<file path="config.mk">
export PLATFORM = sky130hd
export DESIGN_NAME = sorted_set_table
export DESIGN_NICKNAME = d
export VERILOG_FILES = /design/src/sv/sst_pkg.sv /design/src/sv/sst_datapath.sv /design/src/sv/sst_ctrl.sv /design/src/sv/sorted_set_table.sv
export SDC_FILE = /design/constraint.sdc
export NUM_CORES = 1
export LEC_CHECK = 0
export BUFFER_PORTS_ARGS = -buffer_cell sky130_fd_sc_hd__buf_2
export CORE_ASPECT_RATIO = 0.8
export CORE_UTILIZATION = 62
export DETAILED_ROUTE_END_ITERATION = 12
export PLACE_DENSITY = 0.79
export SYNTH_ARGS = -nofsm -noshare
export SYNTH_HDL_FRONTEND = slang
export SYNTH_SLANG_ARGS = --single-unit
</file>
<file path="constraint.sdc">
create_clock -name clk -period 11 [get_ports clk]
set_input_delay 2.2 -clock clk [delete_from_list [all_inputs] [get_ports clk]]
set_output_delay 2.2 -clock clk [all_outputs]
set_load 0.005 [all_outputs]
</file>
<file path="src/sv/sst_pkg.sv">
// sst_pkg: request and result codes, datapath command and status types
// for the sorted set table; no dependencies

package sst_pkg;

  // request kinds (any other code behaves as a membership query)
  localparam logic [1:0] OP_INSERT = 2'd0;
  localparam logic [1:0] OP_DELETE = 2'd1;

  // result status codes
  localparam logic [1:0] ST_DONE    = 2'd0;
  localparam logic [1:0] ST_DUP     = 2'd1;
  localparam logic [1:0] ST_FULL    = 2'd2;
  localparam logic [1:0] ST_MISSING = 2'd3;

  // commands from controller to datapath
  typedef enum logic [3:0] {
    CMD_NONE,
    CMD_LOAD,
    CMD_SCAN,
    CMD_DECIDE,
    CMD_SHUP,
    CMD_PUT,
    CMD_SHDN,
    CMD_DROP,
    CMD_RESULT
  } dp_cmd_t;

  // status from datapath to controller
  typedef struct packed {
    logic scan_done;
    logic up_done;
    logic dn_done;
    logic do_insert;
    logic do_delete;
  } dp_stat_t;

endpackage

</file>
<file path="src/sv/sst_datapath.sv">
// sst_datapath: entry memory, entry count, scan and shift pointers and the
// result registers of the sorted set table; depends on sst_pkg

module sst_datapath import sst_pkg::*; #(
  parameter int CAPACITY = 16
) (
  input  logic               clk,
  input  logic               rst,
  input  dp_cmd_t            cmd,
  input  logic [1:0]         op,
  input  logic signed [31:0] value,
  output dp_stat_t           stat,
  output logic [1:0]         status,
  output logic               found,
  output logic [4:0]         entry_count
);

  localparam int CW = $clog2(CAPACITY + 1);
  localparam int AW = (CAPACITY > 1) ? $clog2(CAPACITY) : 1;

  // entry store
  logic signed [31:0] mem [CAPACITY];

  logic [1:0]         req_op;
  logic signed [31:0] req_value;
  logic [CW-1:0]      count;
  logic [CW-1:0]      idx;
  logic [CW-1:0]      rd_addr;
  logic               rd_pend;
  logic signed [31:0] rd_data;
  logic [CW-1:0]      pos;
  logic               hit;
  logic [1:0]         res_status;

  logic               stop_hit;
  logic               full;
  logic               rd_en;
  logic [CW-1:0]      rd_ptr;
  logic               wr_en;
  logic [CW-1:0]      wr_ptr;
  logic signed [31:0] wr_data;

  // scan stop, end of shift passes and branch decisions
  always_comb begin
    stop_hit       = rd_pend && (rd_data >= req_value);
    full           = (count >= CW'(CAPACITY));
    stat.scan_done = stop_hit || (!rd_pend && (idx >= count));
    stat.up_done   = !rd_pend && (idx <= pos);
    stat.dn_done   = !rd_pend && (idx >= count);
    stat.do_insert = (req_op == OP_INSERT) && !full && !hit;
    stat.do_delete = (req_op == OP_DELETE) && hit;
  end

  // memory port control
  always_comb begin
    rd_en   = 1'b0;
    rd_ptr  = idx;
    wr_en   = 1'b0;
    wr_ptr  = pos;
    wr_data = rd_data;
    case (cmd)
      CMD_SCAN: begin
        rd_en = !stop_hit && (idx < count);
      end
      CMD_SHUP: begin
        // read entry below, write it one place higher in the next cycle
        wr_en  = rd_pend;
        wr_ptr = rd_addr + CW'(1);
        rd_en  = (idx > pos);
        rd_ptr = idx - CW'(1);
      end
      CMD_SHDN: begin
        // read entry above, write it one place lower in the next cycle
        wr_en  = rd_pend;
        wr_ptr = rd_addr - CW'(1);
        rd_en  = (idx < count);
      end
      CMD_PUT: begin
        wr_en   = 1'b1;
        wr_data = req_value;
      end
      default: begin
      end
    endcase
  end

  // memory with registered read
  always_ff @(posedge clk) begin
    if (wr_en) begin
      mem[wr_ptr[AW-1:0]] <= wr_data;
    end
    if (rd_en) begin
      rd_data <= mem[rd_ptr[AW-1:0]];
    end
  end

  // control registers
  always_ff @(posedge clk) begin
    if (rst) begin
      count   <= '0;
      rd_pend <= 1'b0;
    end else begin
      case (cmd)
        CMD_LOAD:   rd_pend <= 1'b0;
        CMD_SCAN:   rd_pend <= rd_en;
        CMD_SHUP:   rd_pend <= rd_en;
        CMD_SHDN:   rd_pend <= rd_en;
        CMD_DECIDE: rd_pend <= 1'b0;
        CMD_PUT:    count   <= count + CW'(1);
        CMD_DROP:   count   <= count - CW'(1);
        default: begin
        end
      endcase
    end
  end

  // request, pointer and result registers
  always_ff @(posedge clk) begin
    if (rd_en) begin
      rd_addr <= rd_ptr;
    end
    case (cmd)
      CMD_LOAD: begin
        req_op    <= op;
        req_value <= value;
        idx       <= '0;
        hit       <= 1'b0;
        pos       <= count;
      end
      CMD_SCAN: begin
        if (stop_hit) begin
          hit <= (rd_data == req_value);
          pos <= rd_addr;
        end
        if (rd_en) begin
          idx <= idx + CW'(1);
        end
      end
      CMD_DECIDE: begin
        if (req_op == OP_INSERT) begin
          idx <= count;
          if (full) begin
            res_status <= ST_FULL;
          end else if (hit) begin
            res_status <= ST_DUP;
          end else begin
            res_status <= ST_DONE;
          end
        end else begin
          idx        <= pos + CW'(1);
          res_status <= hit ? ST_DONE : ST_MISSING;
        end
      end
      CMD_SHUP: begin
        if (rd_en) begin
          idx <= idx - CW'(1);
        end
      end
      CMD_SHDN: begin
        if (rd_en) begin
          idx <= idx + CW'(1);
        end
      end
      CMD_RESULT: begin
        status      <= res_status;
        found       <= hit;
        entry_count <= 5'(count);
      end
      default: begin
      end
    endcase
  end

  // count stays within capacity
  a_count_range: assert property (@(posedge clk) disable iff (rst)
    count <= CW'(CAPACITY))
    else $error("entry count above capacity");

  // never append to a full table
  a_put_not_full: assert property (@(posedge clk) disable iff (rst)
    (cmd == CMD_PUT) |-> (count < CW'(CAPACITY)))
    else $error("insert into full table");

  // a removal always has an entry to remove
  a_drop_nonempty: assert property (@(posedge clk) disable iff (rst)
    (cmd == CMD_DROP) |-> (count != '0))
    else $error("delete from empty table");

  // scan reads stay below the entry count
  a_scan_bound: assert property (@(posedge clk) disable iff (rst)
    (cmd == CMD_SCAN && rd_pend) |-> (rd_addr < count))
    else $error("scan read beyond stored entries");

endmodule

</file>
<file path="src/sv/sst_ctrl.sv">
// sst_ctrl: request sequencer of the sorted set table, drives datapath
// commands and the handshakes; depends on sst_pkg

module sst_ctrl import sst_pkg::*; (
  input  logic     clk,
  input  logic     rst,
  input  logic     in_valid,
  output logic     in_ready,
  output logic     out_valid,
  input  logic     out_ready,
  input  dp_stat_t stat,
  output dp_cmd_t  cmd
);

  typedef enum logic [2:0] {
    S_IDLE,
    S_SCAN,
    S_DECIDE,
    S_SHUP,
    S_PUT,
    S_SHDN,
    S_DROP,
    S_RESP
  } state_t;

  state_t state;
  state_t state_next;
  logic   out_free;

  assign in_ready = (state == S_IDLE);
  assign out_free = !out_valid || out_ready;

  // command and next state
  always_comb begin
    cmd        = CMD_NONE;
    state_next = state;
    case (state)
      S_IDLE: begin
        if (in_valid) begin
          cmd        = CMD_LOAD;
          state_next = S_SCAN;
        end
      end
      S_SCAN: begin
        cmd = CMD_SCAN;
        if (stat.scan_done) begin
          state_next = S_DECIDE;
        end
      end
      S_DECIDE: begin
        cmd = CMD_DECIDE;
        if (stat.do_insert) begin
          state_next = S_SHUP;
        end else if (stat.do_delete) begin
          state_next = S_SHDN;
        end else begin
          state_next = S_RESP;
        end
      end
      S_SHUP: begin
        cmd = CMD_SHUP;
        if (stat.up_done) begin
          state_next = S_PUT;
        end
      end
      S_PUT: begin
        cmd        = CMD_PUT;
        state_next = S_RESP;
      end
      S_SHDN: begin
        cmd = CMD_SHDN;
        if (stat.dn_done) begin
          state_next = S_DROP;
        end
      end
      S_DROP: begin
        cmd        = CMD_DROP;
        state_next = S_RESP;
      end
      S_RESP: begin
        if (out_free) begin
          cmd        = CMD_RESULT;
          state_next = S_IDLE;
        end
      end
      default: begin
        state_next = S_IDLE;
      end
    endcase
  end

  // state and output valid
  always_ff @(posedge clk) begin
    if (rst) begin
      state     <= S_IDLE;
      out_valid <= 1'b0;
    end else begin
      state <= state_next;
      if (cmd == CMD_RESULT) begin
        out_valid <= 1'b1;
      end else if (out_ready) begin
        out_valid <= 1'b0;
      end
    end
  end

  // a result load always raises valid
  a_result_valid: assert property (@(posedge clk) disable iff (rst)
    (cmd == CMD_RESULT) |=> out_valid)
    else $error("result loaded without valid");

  // a waiting result is never overwritten
  a_no_overwrite: assert property (@(posedge clk) disable iff (rst)
    (out_valid && !out_ready) |-> (cmd != CMD_RESULT))
    else $error("pending result overwritten");

endmodule

</file>
<file path="src/sv/sorted_set_table.sv">
// sorted_set_table: ascending set of signed 32-bit values, insert, delete, query
// steps: an accept step, a scan to the first entry not below the value, a decide
//   step, on insert or delete a shift of the entries above the insert or delete point
//   and a put or drop step, then a result step that waits while an earlier result is unread
// one request in flight; the entry memory moves one entry per cycle during a shift
// reset (rst, synchronous): empties the set; entry memory is not cleared

module sorted_set_table import sst_pkg::*; #(
  parameter int CAPACITY = 16
) (
  input  logic               clk,
  input  logic               rst,
  input  logic               in_valid,
  output logic               in_ready,
  input  logic [1:0]         op,
  input  logic signed [31:0] value,
  output logic               out_valid,
  input  logic               out_ready,
  output logic [1:0]         status,
  output logic               found,
  output logic [4:0]         entry_count
);

  dp_cmd_t  cmd;
  dp_stat_t stat;

  // request sequencer
  sst_ctrl u_ctrl (
    .clk       (clk),
    .rst       (rst),
    .in_valid  (in_valid),
    .in_ready  (in_ready),
    .out_valid (out_valid),
    .out_ready (out_ready),
    .stat      (stat),
    .cmd       (cmd)
  );

  // entry store and result registers
  sst_datapath #(
    .CAPACITY (CAPACITY)
  ) u_datapath (
    .clk         (clk),
    .rst         (rst),
    .cmd         (cmd),
    .op          (op),
    .value       (value),
    .stat        (stat),
    .status      (status),
    .found       (found),
    .entry_count (entry_count)
  );

endmodule

</file>
After elaboration in Yosys (flattened, before gate mapping)
Memory sizes are Yosys's and may differ from the RTL's. A register that Yosys moved wholly into a read port is not among the register bits.
Index checks and enable logic that the tools add are counted.
{ "totals": {"regBits": 70, "latch_bits": 0, "mem_bits_rw": 512, "mem_bits_ro": 0, "elab_cells": 116, "mem_count": 1} }
{ "classes": {"add_sub_neg": 7, "mul": 0, "div": 0, "magnitude_cmp": 6, "eq_ne": 25, "shifts": 0, "n_mux": 34, "bitwise": 0, "reduce_logical": 29} }
{ "mem_list": {"columns": ["memory", "words", "word_bits", "read_ports", "rd_ports_with_merged_regs", "write_ports", "line_no", "rtl"], "rows": [
  ["u_datapath.mem", 16, 32, 1, 1, 1, "sst_datapath.sv:22", "logic signed [31:0] mem [CAPACITY];"]
]} }
{ "op_table": {"columns": ["cell", "count"], "rows": [
  ["$eq 32x32->1", 1],
  ["$ge 32x32->1", 1],
  ["$mux 32", 1],
  ["$pmux 4 s8", 1],
  ["$mux 5", 5],
  ["$pmux 3 s7", 1],
  ["$pmux 5 s2", 2],
  ["$pmux 5 s4", 1],
  ["$mux 3", 6],
  ["$eq 4x3->1 const B", 4],
  ["$add 5x1->5 const B", 3],
  ["$eq 3x3->1 const B", 4],
  ["$sub 5x1->5 const B", 2],
  ["$eq 4x2->1 const B", 2],
  ["$mux 2", 4],
  ["$ne 2x1->1 const B", 4],
  ["$ne 2x2->1 const B", 4],
  ["$pmux 4 s2", 1],
  ["$reduce_bool 2->1", 4],
  ["$reduce_or 2->1", 4],
  ["$logic_and 1x1->1", 7],
  ["$mux 1", 7],
  ["$eq 3x2->1 const B", 2],
  ["$pmux 1 s2", 3],
  ["other kinds (22)", 27]
]} }

Logic depth before layout (Yosys ltp)
Gate-level depths: netlist of the first run.
{ "depth": {"word_depth": 9, "ltp_mapped": 16} }

Modules after synthesis
From an unflattened synthesis of the first run, not the netlist that was laid out.
{ "unflattened": {"cells_unflattened": 1344, "hier_area_um2": 25007.7} }
{ "by_module_without_submodules": {"columns": ["module", "n_inst", "cells_per_inst", "area_per_inst_um2"], "rows": [
  ["sst_datapath", 1, 1307, 24684.9],
  ["sst_ctrl", 1, 37, 322.8]
]} }

Worst setup path before layout of the first run
Ideal clock, no wire load.
{ "synth_path": {"kind": "input to register", "from": "input port out_ready", "to": "memory u_datapath.mem[11][0] (enable)", "t_arrival_ns": 5.506, "t_required_ns": 10.579, "path_slack_ns": 5.073, "path_stages": 11, "path_cell_list": "nand2b_4 a211o_1 a21boi_0 and2_1 ha_1 a21o_1 a21oi_1 xnor2_1 a21oi_1 nand2_1 nor2_1"} }
{ "synth_via": {"elab_chain_cells": 8, "elab_cells_between_ends": 11, "cone_classes": "eq/ne: 3; mux: 6; reduce/logical: 2"} }
{ "synth_lines": {"columns": ["element", "line_no", "rtl"], "rows": [
  ["from (decl)", "sorted_set_table.sv:18", "input logic out_ready,"],
  ["$logic_or 1x1->1 *", "sst_ctrl.sv:31", "assign out_free = !out_valid || out_ready;"],
  ["$mux 4 *", "sst_ctrl.sv:81", "if (out_free) begin"],
  ["$pmux 4 s8 *", "sst_ctrl.sv:37", "case (state)"],
  ["$eq 4x3->1", "sst_datapath.sv:61", "case (cmd)"],
  ["$reduce_or 2->1 (no source line)", null, null],
  ["$pmux 1 s2", "sst_datapath.sv:61", null],
  ["$mux 1", "sst_datapath.sv:89", "if (wr_en) begin"],
  ["$mux 1 (implied by the code)", "sst_datapath.sv:90", "mem[wr_ptr[AW-1:0]] <= wr_data;"],
  ["to (decl)", "sst_datapath.sv:22", null]
]} }
Mark *: on every way between the ends. The rest lies on a longest branch, timed or not.

Final worst setup path of the first run
{ "layout_path": {"from": "input port out_ready", "to": "register u_datapath.rd_data[10] (read register of u_datapath.mem), data pin"} }
{ "layout_via": {"elab_chain_cells": 5, "elab_cells_between_ends": 8, "cone_classes": "eq/ne: 3; mux: 4; reduce/logical: 1"} }
{ "layout_lines": {"columns": ["element", "line_no", "rtl"], "rows": [
  ["$logic_or 1x1->1 *", "sst_ctrl.sv:31", null],
  ["$mux 4 *", "sst_ctrl.sv:81", null],
  ["$pmux 4 s8 *", "sst_ctrl.sv:37", null],
  ["$eq 4x3->1 or $eq 4x2->1 (tied branches)", "sst_datapath.sv:61", null],
  ["$pmux 1 s3 or $mux 5 (tied branches)", "sst_datapath.sv:61", null],
  ["to (decl)", "sst_datapath.sv:30", "logic signed [31:0] rd_data;"]
]} }
Marks and branches as above.
A chain may end at the register's enable or synchronous reset.

==> metrics.md, run 1 <==
| Metric | Value |
|---|---|
| Hold buffer count at CTS | `0` |
| Slew Limit Headroom | `13.65%` |
| Height of the die | `185.1 um` |
| H-tree levels | `2` |
| Post-synth top area share | `69.83%` |
| Cell count after synthesis | `1697` |
| Die Span X | `230.8 um` |
| Count leader, synth | `edfxtp_1` |
| Clock transition at path regs | `0.06 ns` |
| Total negative setup slack | `0 ns` |
| Placer congestion estimate | `0.8682` |
| Worst Hold Launch | `u_datapath.res_status[1]` |
| Delay-heaviest family, CP | `buffers and inverters` |
| Synth Flop Type | `edfxtp_1` |
| Reg2Reg Capture Point | `u_datapath.rd_data[8]` |
| Status | `complete, no violations` |
| Final instance area | `28870 sq um` |
| Crit share post-route | `55.85%` |
| Share of layout cells above drive strength 1 | `17.81%` |
| Clock root cell | `clkbuf_16` |
| Critical Path End Type | `flip-flop` |
| CP cell instances | `buf_2, nand2b_4, a211oi_4, o211ai_4, inv_2, mux2i_4, buf_12, buf_4, mux2_2, o211ai_1, nand4_1` |
| Core area | `40960 sq um` |
| Slowest library cell on the worst path | `buf_4` |
| Worst skew pair latency | `0.61 ns` |
| HPWL Detailed | `31.43 mm` |
| R2R Setup Slk | `5.56 ns` |
| HP Class | `reg -> reg` |
| Pin count of the biggest net entering global routing | `175` |
| Residual DRC | `0` |
| Minimum clock period | `6.143 ns` |
| Syn Area/Cell | `15.31 sq um` |
| Initial antenna violation count | `0` |
| Pwr/cell area | `306.0 nW/um^2` |
| Crit path max fanout | `174` |
| I/O pin count | `48` |
| Tightest Pin Transition | `1.295 ns` |
| Yosys top cell by area | `edfxtp_1` |
| Detailed Route Iter0 Violations | `1717` |
| # Post-CTS Setup Buffers | `0` |
| Main area contributors after synthesis | `edfxtp_1 70%, mux2i_1 4.9%, mux2_2 4.3%` |
| Endpoint of the worst hold path | `u_datapath.status[1]` |
| Syn Std Cell Area | `25970 sq um` |
| Synth Net Count | `1792` |
| F_max | `162.8 MHz` |
| Async set-reset flop share out of synthesis | `0%` |
| Die area | `42720 sq um` |
| WL final | `57.86 mm` |
| Total CTS buffers | `56` |
| CP max stage delay | `1.05 ns` |
| Final Setup Violations | `0` |
| Fill cell count | `2672` |
| Number of global-route vias before repair | `14760` |
| Final Hold Fails | `0` |
| Total track usage | `27.51%` |
| RR Startpoint | `u_ctrl.state[1]` |
| Starting Density | `63.42%` |
| Yosys reg bits | `614` |
| Ys Warns | `0` |
| Clk sinks | `614` |
| Clk_skew | `0.02554 ns` |
| CP Data Arrival Time | `6.48 ns` |
| Worst Path Required | `11.33 ns` |
| Via count | `14860` |
| Buffers on Ports | `47` |
| Placed cell areas | `27060 sq um` |
| Seq/Total Area, Yosys | `70.60%` |
| Grt ovf | `0` |
| Startpoint Class | `primary input` |
| Area Overhead vs Synth | `11.14%` |
| Clock Tree Buf Depth | `3` |
| Row cnt | `66` |
| Detail Route Antenna Nets | `0` |
| Via-per-instance ratio | `6.289` |
| Global-route wire length before repair | `86.84 mm` |
| Cts repair resizes | `0` |
| Post-synth EDFFs | `604` |
| CP Class | `in -> reg` |
| Routed len/inst | `24.49 um` |
| Hold Crit Depth | `0` |
| CP bufs+invs | `4` |
| RSZ-0062 raised after global routing | `no` |
| Most instantiated cells after synthesis | `604 x edfxtp_1, 183 x nand2_1, 128 x mux2i_1, 124 x o211ai_1, 99 x mux2_2` |
| CTS tree | `built` |
| Detailed Routing Iterations Pass 1 | `5` |
| Max IR drop VDD | `0.4112 mV` |
| Max-slew violations | `0` |
| Inserted Diodes | `0` |
| Netlist cell types | `65` |
| Layout Nets | `1869` |
| Reported max-cap violation count | `0` |
| R2r worst-path depth | `11` |
| P_leak | `0.01005 uW` |
-- through the flow --
step | worst slack, ns | hold WS, ns | std cells | utilization [%] | power [uW]
after floorplan | 5.073 | 0.4003 | 1697 | - | 5890
after global placement | 4.512 | 0.4083 | 2260 | 66.06 | 6748
after detailed placement | 4.416 | 0.4079 | 2260 | 66.06 | 6872
after CTS | 5.026 | 0.4236 | 2363 | 70.48 | 8821
after global routing | 4.712 | 0.4449 | 2363 | 70.48 | 9234
final | 4.857 | 0.4233 | 2363 | 70.48 | 8833
-- cells in the final DEF (no fill, tap or decap), types with 47 or more instances in the layout --
cell and n:
buf_4 58, edfxtp_1 604, ha_1 54, mux2i_1 128, o21ai_0 57, clkbuf_16 57, inv_1 58, nand2_1 182
mux2_2 99, o211ai_1 124, buf_2 47
-- report_power, final --
group | total, uW | internal (uW) | leakage [uW] | switching [uW]
sequential | 3450 | 3300 | 0.00555 | 143
combinational | 3450 | 1200 | 0.00361 | 2250
clock | 1940 | 1090 | 0.000891 | 846
-- worst max path at each step --
| stage | start | to | slack [ns] | cells after the start |
|---|---|---|---|---|
| 2_1_floorplan | out_ready | u_datapath.mem[11][0] | 5.07 | 11 |
| 3_3_place_gp | out_ready | u_datapath.rd_data[10] | 4.51 | 11 |
| 3_5_place_dp | out_ready | u_datapath.rd_data[8] | 4.42 | 12 |
| 4_1_cts | out_ready | u_datapath.rd_data[10] | 5.03 | 11 |
| 5_1_grt | out_ready | u_datapath.rd_data[13] | 4.71 | 11 |
| 6_report | out_ready | u_datapath.rd_data[10] | 4.86 | 11 |
-- routing by layer --
| metal | up-vias | global-route usage, % | wire, um |
|---|---|---|---|
| met5 | - | 0 | 0 |
| met4 | 0 | 10.73 | 1959 |
| met3 | 136 | 4.880 | 4414 |
| met2 | 630 | 44.11 | 27560 |
| met1 | 7385 | 37.88 | 23930 |
| li1 | 6709 | - | - |
-- cell families after synthesis --
logic type,Yosys count,synth area share (%)
XOR/XNOR,20,0.7033
buffers and inverters,148,2.659
flip-flops,614,70.60
AND/OR/NAND/NOR,332,5.631
adder cells (fa/ha/maj),57,2.803
multiplexers,251,10.35
AO/OA/AOI/OAI,275,7.254
-- sequential cells by signal, indices dropped and copies added (netlist names), 3 cells and up --
name	cells
u_ctrl.state	3
u_datapath.rd_data	32
u_datapath.idx	5
u_datapath.rd_addr	5
u_datapath.mem	512
u_datapath.pos	5
u_datapath.count	5
u_datapath.entry_count	5
u_datapath.req_value	32
-- layout make-up --
type                    instances  area (sq um)  share of cell area [%]
clock buffers                  65          1456                   5.045
clock inverters                38         354.1                   1.227
inverters                      61         229.0                  0.7932
multi-input cells             935          7119                   24.66
flip-flops and latches        614         18340                   63.52
well taps                     544         680.7                   2.358
repair buffers                106         690.7                   2.393
(Power assumes the default switching activity.)
==> run 2: changes to the inputs <==
Settings changed: ABC_AREA set to 1, CORE_UTILIZATION 62 to 57, PLACE_DENSITY 0.79 to 0.76.
Clock period 11 ns to 5.6 ns, I/O delays scaled along.
==> metrics.md, run 2 <==
| Metric | Value |
|---|---|
| Status | `complete, no violations` |
| Row cnt | `69` |
| Main area contributors after synthesis | `edfxtp_1 69%, mux2i_1 6.1%, nand2_1 5.5%` |
| CP max stage delay | `0.66 ns` |
| Most instantiated cells after synthesis | `604 x edfxtp_1, 385 x nand2_1, 245 x nor2_1, 209 x nand3_1, 160 x mux2i_1` |
| Crit path max fanout | `18` |
| Fill cell count | `3142` |
| Delay-heaviest family, CP | `simple AND/OR/NAND/NOR gates` |
| CP cell instances | `inv_1, ha_1, o21ai_2, nand2_2, nor3_2, nand2_1, nand2_2, nor2_8, nand2_1, inv_1, fa_1, inv_1, o21ai_0, nand3_1, nor2_4, buf_4` |
| Cts repair resizes | `0` |
| Clock root cell | `clkbuf_16` |
| Max IR drop VDD | `0.4624 mV` |
| H-tree levels | `2` |
| Slew Limit Headroom | `4.654%` |
| Minimum clock period | `4.243 ns` |
| Die Span X | `242.1 um` |
| Residual DRC | `0` |
| Ys Warns | `0` |
| Clk sinks | `614` |
| Starting Density | `58.42%` |
| Detail Route Antenna Nets | `0` |
| # Post-CTS Setup Buffers | `0` |
| Routed len/inst | `22.20 um` |
| Synth Flop Type | `edfxtp_1` |
| Post-synth top area share | `69.02%` |
| Dpl ws | `0.9934 ns` |
| P_leak | `0.01134 uW` |
| Total track usage | `26.55%` |
| Worst Path Required | `5.91 ns` |
| Via-per-instance ratio | `5.982` |
| Total CTS buffers | `56` |
| Pin count of the biggest net entering global routing | `130` |
| Count leader, synth | `edfxtp_1` |
| Tightest Pin Transition | `1.421 ns` |
| Buffers on Ports | `47` |
| Crit share post-route | `75.76%` |
| Most common cell after layout, fill and taps aside | `edfxtp_1` |
| Yosys top cell by area | `edfxtp_1` |
| Final worst slack | `1.357 ns` |
| Max FFs per register | `512` |
| Slowest library cell on the worst path | `nor2_4` |
| CP Data Arrival Time | `4.55 ns` |
| CP bufs+invs | `4` |
| Reported max-cap violation count | `0` |
| WL final | `62.58 mm` |
| RSZ-0062 raised after global routing | `no` |
| CTS tree | `built` |
| Grt ovf | `0` |
| Initial antenna violation count | `0` |
| Final Setup Violations | `0` |
| Syn Std Cell Area | `26280 sq um` |
| Hold buffer count at CTS | `0` |
| Layout Nets | `2265` |
| Crit path top cell by count | `inv_1` |
| Synth Net Count | `2204` |
| Inserted Diodes | `0` |
| HP Class | `reg -> reg` |
| Syn Area/Cell | `12.46 sq um` |
| Max-slew violations | `0` |
| Clock Tree Buf Depth | `3` |
| Share of layout cells above drive strength 1 | `10.24%` |
| Cell count after synthesis | `2109` |
| Via count | `16862` |
| Number of global-route vias before repair | `16602` |
| Async set-reset flop share out of synthesis | `0%` |
| Core area | `44980 sq um` |
| Pwr/cell area | `662.0 nW/um^2` |
| Clk_skew | `0.03155 ns` |
| Critical Path End Type | `flip-flop` |
| Global-route wire length before repair | `95.53 mm` |
| Netlist cell types | `41` |
| Post-synth EDFFs | `604` |
| Startpoint Class | `flip-flop` |
| Worst skew pair latency | `0.61 ns` |
| Height of the die | `194.0 um` |
| Yosys reg bits | `614` |
| F_max | `235.7 MHz` |
| Die area | `46970 sq um` |
| Detailed Routing Iterations Pass 1 | `8` |
| Placer congestion estimate | `0.8925` |
| CP Class | `reg -> reg` |
| HPWL Detailed | `36.48 mm` |
| Total negative setup slack | `0 ns` |
| Detailed Route Iter0 Violations | `1863` |
| Seq/Total Area, Yosys | `69.78%` |
| Clock transition at path regs | `0.06 ns` |
| I/O pin count | `48` |
| Final Hold Fails | `0` |
| Area Overhead vs Synth | `12.33%` |
| Commonest non-fill, non-tap cells in the layout | `604 x edfxtp_1, 383 x nand2_1, 228 x nor2_1` |
run 2: changes by cell type after synthesis, moves of 22 or more:
cell	change
nand2_1	+202
nand3_1	+196
nor2_1	+187
o211ai_1	-121
mux2_2	-99
o21ai_0	+93
nand4_1	-33
inv_1	+32
mux2i_1	+32
buf_2	+27
mux2_1	-22
run 2: report_power, final:
part	internal [uW]	switching, uW	leakage, uW
Combinational	2530	6000	0.00484
Clock	2390	1670	0.000947
Sequential	6670	276	0.00555
run 2: final timing paths:
path / slack [ns] / start / depth (start not counted) / endpoint
hold reg to reg: 0.42 / u_datapath.res_status[1] / 0 / u_datapath.status[1]
hold / removal: 0.42 / u_datapath.res_status[1] / 0 / u_datapath.status[1]
setup / recovery: 1.36 / u_ctrl.state[0] / 16 / u_datapath.mem[3][14]
setup reg to reg: 1.36 / u_ctrl.state[0] / 16 / u_datapath.mem[3][14]
run 2: area by class of cell:
| class | count | area (sq um) | area share [%] |
|---|---|---|---|
| sequential | 614 | 18340 | 62.12 |
| multi-input combinational | 1296 | 7257 | 24.58 |
| clock buffer | 64 | 1474 | 4.993 |
| timing repair buffer | 103 | 843.3 | 2.857 |
| tap | 603 | 754.5 | 2.556 |
| clock inverter | 40 | 479.2 | 1.623 |
| inverter | 99 | 372.9 | 1.263 |
run 2: metrics by stage:
stage               power (uW)  util (%)  hold WS, ns  cells  instance area, sq um
floorplan                12560         -       0.4003   2109                 26280
global placement         15150     61.28       0.4110   2715                 27570
detailed placement       15400     61.28       0.4072   2715                 27570
CTS                      19460     65.63       0.4208   2819                 29520
global route             20570     65.63       0.4320   2819                 29520
finish                   19540     65.63       0.4197   2819                 29520
run 2: routing by layer:
layer / vias up / GRT usage [%] / part of all wire (%)
met3: 134 / 4.567 / 9.5
met5: - / 0 / 0
met2: 932 / 41.49 / 46
met1: 8184 / 37.67 / 41
li1: 7612 / - / -
met4: 0 / 9.845 / 3.1
run 2: logic make-up after synthesis:
group / count (synthesis) / share of synthesized area, %
compound gates: 207 / 4.147
buf+inv: 199 / 3.228
flops: 614 / 69.78
fa+ha+maj: 57 / 2.771
simple gates: 862 / 13.64
xor+xnor: 10 / 0.3333
mux: 160 / 6.095
